===== src/bpfa_pkg.sv =====
// Shared types, constants and helpers for the bitmap page frame allocator.
// No dependencies; every other source file imports this package.
package bpfa_pkg;

  // bitmap word geometry
  localparam int WORD_BITS = 64;
  localparam int BIT_W     = 6;
  localparam logic [WORD_BITS-1:0] ALL_ONES = '1;

  // default frame total
  localparam int NUM_FRAMES_DEF = 4096;

  // payload field widths
  localparam int OP_W  = 2;
  localparam int IDX_W = 12;
  localparam int CNT_W = 13;

  typedef enum logic [OP_W-1:0] {
    OP_ALLOC   = 2'd0,
    OP_FREE    = 2'd1,
    OP_RELEASE = 2'd2,
    OP_RESERVE = 2'd3
  } op_t;

  typedef enum logic [2:0] {
    ST_CLEAR,
    ST_IDLE,
    ST_SETUP,
    ST_SCAN,
    ST_RGN,
    ST_FIX_RD,
    ST_FIX_WR,
    ST_RESP
  } state_t;

  // index of the lowest clear bit (only meaningful when one exists)
  function automatic logic [BIT_W-1:0] first_zero(input logic [WORD_BITS-1:0] w);
    logic [BIT_W-1:0] idx;
    idx = '0;
    for (int i = WORD_BITS - 1; i >= 0; i--) begin
      if (!w[i]) idx = BIT_W'(i);
    end
    return idx;
  endfunction

  // ones from bit lo up to bit hi inclusive
  function automatic logic [WORD_BITS-1:0] range_mask(input logic [BIT_W-1:0] lo,
                                                      input logic [BIT_W-1:0] hi);
    logic [BIT_W-1:0] top_gap;
    top_gap = BIT_W'(WORD_BITS - 1) - hi;
    return (ALL_ONES << lo) & (ALL_ONES >> top_gap);
  endfunction

endpackage


===== src/bpfa_ram.sv =====
// Bitmap word store: one write port, one read port, registered read data.
// Depends on bpfa_pkg for the word width.
module bpfa_ram #(
  parameter int DEPTH = 64,
  parameter int AW    = 6
) (
  input  logic                           clk,
  input  logic                           we,
  input  logic [AW-1:0]                  waddr,
  input  logic [bpfa_pkg::WORD_BITS-1:0] wdata,
  input  logic [AW-1:0]                  raddr,
  output logic [bpfa_pkg::WORD_BITS-1:0] rdata
);
  import bpfa_pkg::*;

  logic [WORD_BITS-1:0] mem [DEPTH];

  // write port
  always_ff @(posedge clk) begin
    if (we) mem[waddr] <= wdata;
  end

  // read port, registered read data
  always_ff @(posedge clk) begin
    rdata <= mem[raddr];
  end

endmodule


===== config.mk =====
export PLATFORM = sky130hd
export DESIGN_NAME = bpfa_ram
export DESIGN_NICKNAME = d
export VERILOG_FILES = /design/src/bpfa_pkg.sv /design/src/bpfa_ram.sv
export SDC_FILE = /design/constraint.sdc
export NUM_CORES = 2
export LEC_CHECK = 0
export BUFFER_PORTS_ARGS = -buffer_cell sky130_fd_sc_hd__buf_2
export CELL_PAD_IN_SITES_DETAIL_PLACEMENT = 1
export CELL_PAD_IN_SITES_GLOBAL_PLACEMENT = 1
export CORE_ASPECT_RATIO = 0.5
export CORE_MARGIN = 1
export CORE_UTILIZATION = 47
export CTS_BUF_LIST = sky130_fd_sc_hd__clkbuf_8 sky130_fd_sc_hd__clkbuf_16
export CTS_CLUSTER_DIAMETER = 80
export DETAILED_ROUTE_END_ITERATION = 10
export PLACE_DENSITY_LB_ADDON = 0.1
export SYNTH_ARGS = -nofsm -noshare
export SYNTH_HDL_FRONTEND = slang
export SYNTH_SLANG_ARGS = --single-unit

===== constraint.sdc =====
create_clock -name clk -period 17 [get_ports clk]
set_clock_uncertainty 0.05 [all_clocks]
set_input_delay 3.4 -clock clk [delete_from_list [all_inputs] [get_ports clk]]
set_output_delay 3.4 -clock clk [all_outputs]
set_load 0.02 [all_outputs]

==> summary.log <==
INFO  status         run_status=complete, but fails checks
INFO  status         violations=design-rule violations
INFO  critical_path  end_kind=flip-flop
INFO  global_routing wire_length_of_the_first_global_routing_pass=657000um
INFO  final_layout   area_growth_syn_to_layout=12.0%
INFO  power_and_ir_drop power_density=119mW/mm^2
INFO  timing         setup_total_negative_slack=0ns
INFO  critical_path  rr_worst_depth=5
INFO  critical_path  crit_path_start=raddr[0]
INFO  global_routing grtUsageTotal=0.286
INFO  synthesis      synth_seq_area_share=0.795
INFO  synthesis      post_synthesis_net_count=6676
INFO  clocking       cts_tree=built
INFO  timing         report.final.setup_viol=0
INFO  synthesis      synth.top_cell.area_share=0.787
INFO  place          dpl.hpwl=254000um
INFO  floorplanning  fp.dieH=410um
INFO  place          cell_count_after_placement=11000
INFO  synthesis      synth_most_common_cell=sky130_fd_sc_hd__edfxtp_1
INFO  power_and_ir_drop swShare=0.217
INFO  synthesis      synthArstFlopShare=0
INFO  power_and_ir_drop power_frac_comb=0.048
INFO  global_routing largest_net_degree_at_the_start_of_global_routing=96
INFO  drt            wl=485000um
INFO  synthesis      synth_area_leader_cell=sky130_fd_sc_hd__edfxtp_1
INFO  floorplanning  core_region_area=0.330mm^2
INFO  global_routing number_of_global_route_vias_before_repair=78900
INFO  global_routing grt_overflow_total=0
INFO  timing         timing.final.max_slew_violations=0
INFO  critical_path  worst-path-max-fanout=95
INFO  floorplanning  initial_utilization=0.473
INFO  critical_path  critPathCapture=rdata[45]
INFO  clocking       clock_tree.htree_level_count=5
INFO  power_and_ir_drop seqPwrFrac=0.547
INFO  drt            detailedRoute.firstIterationViolations=11300
INFO  synthesis      yosys_register_bits=4160
INFO  power_and_ir_drop vdd_drop_max=0.0000861V
INFO  drt            wl_per_cell=41.3um
INFO  synthesis      yosys_warnings=0
INFO  synthesis      ys_top_cells_by_count=4096 x sky130_fd_sc_hd__edfxtp_1, 1024 x sky130_fd_sc_hd__mux4_2, 170 x sky130_fd_sc_hd__buf_2, 168 x sky130_fd_sc_hd__a22oi_1, 140 x sky130_fd_sc_hd__clkbuf_1
INFO  timing         setup_repair_after_global_routing_missed_its_margin=false
INFO  critical_path  critical-path-slowest-cell=sky130_fd_sc_hd__buf_4
INFO  clocking       worst_setup_hold_path_clk_slew=0.06ns
INFO  synthesis      synth.area.top_cells=sky130_fd_sc_hd__edfxtp_1 79%, sky130_fd_sc_hd__mux4_2 15%, sky130_fd_sc_hd__mux2i_1 0.86%
INFO  final_layout   core_occupancy_in_the_finished_layout=0.530
INFO  synthesis      synthCells=6598
INFO  place          instance_area_after_placement=0.163mm^2
INFO  clocking       cts-resized-gates=0
INFO  clocking       clk-insertion-delay-late=0.97ns
INFO  synthesis      synth_enable_flop_cells=4096
INFO  floorplanning  dieWidth=818um
INFO  critical_path  critical_path.startpoint_type=input pin
INFO  drt            detail_route.drc_violations=6
INFO  job            maxCapViolCount=0
INFO  final_layout   final-instance-count-excl-fill=11700
INFO  critical_path  critical_path_class=in -> reg
INFO  timing         fin_crit=7.16ns
INFO  power_and_ir_drop power.static_leakage=54.4nW
INFO  floorplanning  die_area=0.335mm^2
INFO  synthesis      ys_types=33
INFO  critical_path  r2r_setup_slack=14.54ns
INFO  final_layout   finish.net_count=7035
INFO  power_and_ir_drop internal_power=0.0163W
INFO  critical_path  timing.critical_path.required=17.70ns
INFO  timing         finalHoldViolCount=0
INFO  power_and_ir_drop clkPwrFrac=0.404
INFO  critical_path  critical-path-max-stage-delay=0.85ns
INFO  timing         fin_crit_sh=0.421
INFO  drt            num_vias=77800
INFO  synthesis      syn_area_per_cell=23.7um^2
INFO  drt            ant_nets=0
INFO  critical_path  worstPathArrival=7.86ns
INFO  final_layout   layout.cell_area.non_filler=0.175mm^2
INFO  timing         fmax=140MHz
INFO  clocking       cts_buf_count=370
INFO  timing         worstMarginPinSlew=1.40ns
INFO  drt            dr.pass1.iters=9
INFO  place          io_buffers=141
INFO  floorplanning  num_io_pins=142
INFO  critical_path  rr_startpoint=mem[45][1]
INFO  synthesis      syn_area=0.156mm^2
INFO  clocking       bufs_on_longest_clock_path=4
INFO  place          routabilityCongestion=0.771
INFO  global_routing grt_antenna_before_repair=44
INFO  floorplanning  row_count=149
INFO  critical_path  critical_path.cell_chain=buf_12, buf_4, buf_12, buf_4, mux4_2, mux2i_1, o22ai_1, a41oi_1, a211oi_1
INFO  timing         max_slew_margin=0.0699
INFO  final_layout   layout-drive-gt1-share=0.278
INFO  clocking       clk_root_buffer_cell=sky130_fd_sc_hd__clkbuf_16
INFO  drt            drt-vias-per-instance=6.63
INFO  clocking       cts_hold_buf=0
INFO  synthesis      ys.flop_type=sky130_fd_sc_hd__edfxtp_1
INFO  power_and_ir_drop power.net_switching=0.00453W
INFO  clocking       post-cts-setup-buffer-count=0
INFO  clocking       clock-sinks=4160
INFO  hold_path      min-delay-path-class=reg -> reg
INFO  critical_path  worst_r2r_endpoint=rdata[1]
==> flip-flops by register name, summed over array words and instances (netlist names) <==
name / count
mem: 4096
rdata: 64
==> critical path: cells and delay by family <==
kind	cells	cell delay, ns
muxes	2	0.78
buffers and inverters	4	2.54
AOI/OAI and AO/OA	3	0.69
==> per-layer routing <==
layer / global-route usage / wire, um / up-vias
li1: - / - / 29200
met5: 0 / 53 / -
met2: 0.435 / 221000 / 4208
met3: 0.0523 / 46900 / 638
met4: 0.0665 / 11700 / 8
met1: 0.437 / 205000 / 43700
==> how the worst min path moves through the flow <==
| stage | slack [ns] | start | cells after the start | to |
|---|---|---|---|---|
| finish | 0.79 | mem[39][46] | 4 | rdata[46] |
| global route | 0.85 | mem[61][26] | 4 | rdata[26] |
| CTS | 0.79 | mem[39][46] | 4 | rdata[46] |
| detailed placement | 0.78 | mem[39][46] | 4 | rdata[46] |
| global placement | 0.78 | mem[60][0] | 4 | rdata[0] |
| floorplan | 0.74 | mem[30][61] | 4 | rdata[61] |
==> final cells by class <==
| cell class | instances | area [um^2] |
|---|---|---|
| Timing Repair Buffer | 357 | 2500 |
| Inverter | 19 | 71.3 |
| Clock inverter | 275 | 2190 |
| Fill cell | 27900 | 155000 |
| Multi-Input combinational cell | 2049 | 30800 |
| Tap cell | 4454 | 5570 |
| Antenna cell | 17 | 42.5 |
| Clock buffer | 392 | 9620 |
| Sequential cell | 4160 | 124000 |
==> layout by cell type (no fill, tap or decap), drive strengths merged, types with 83 or more instances in the layout <==
master / n
a22o: 88
o22ai: 83
clkbuf: 392
nor2: 112
clkinv: 128
inv: 116
mux2i: 135
buf: 357
edfxtp: 4096
mux4: 1024
a22oi: 168
==> metrics by stage <==
step	worst slack [ns]	power, W	hold WS, ns
after floorplan	8.11	0.0122	0.738
after global placement	8.76	0.0126	0.781
after detailed placement	8.70	0.0126	0.778
after CTS	9.73	0.0209	0.791
after global routing	9.45	0.0213	0.845
final	9.84	0.0208	0.790
==> power groups by stage <==
stage	registers [W]	logic (W)	clock network, W
2_1_floorplan	0.0116	0.000529	0
3_3_place_gp	0.0116	0.000980	0
5_1_grt	0.0114	0.00105	0.00884
4_1_cts	0.0114	0.00101	0.00853
6_report	0.0114	0.00100	0.00842
3_5_place_dp	0.0116	0.00101	0
==> cell families (layout without fill, tap and decap cells) <==
kind of cell / after synthesis / count (layout) / share of synthesized area
flops: 4160 / 4160 / 0.795
mux: 1159 / 1159 / 0.156
compound gates: 504 / 504 / 0.0248
buf+inv: 389 / 1043 / 0.0118
simple gates: 386 / 386 / 0.0124
other cells: 0 / 17 / 0
(Power assumes the default switching activity.)
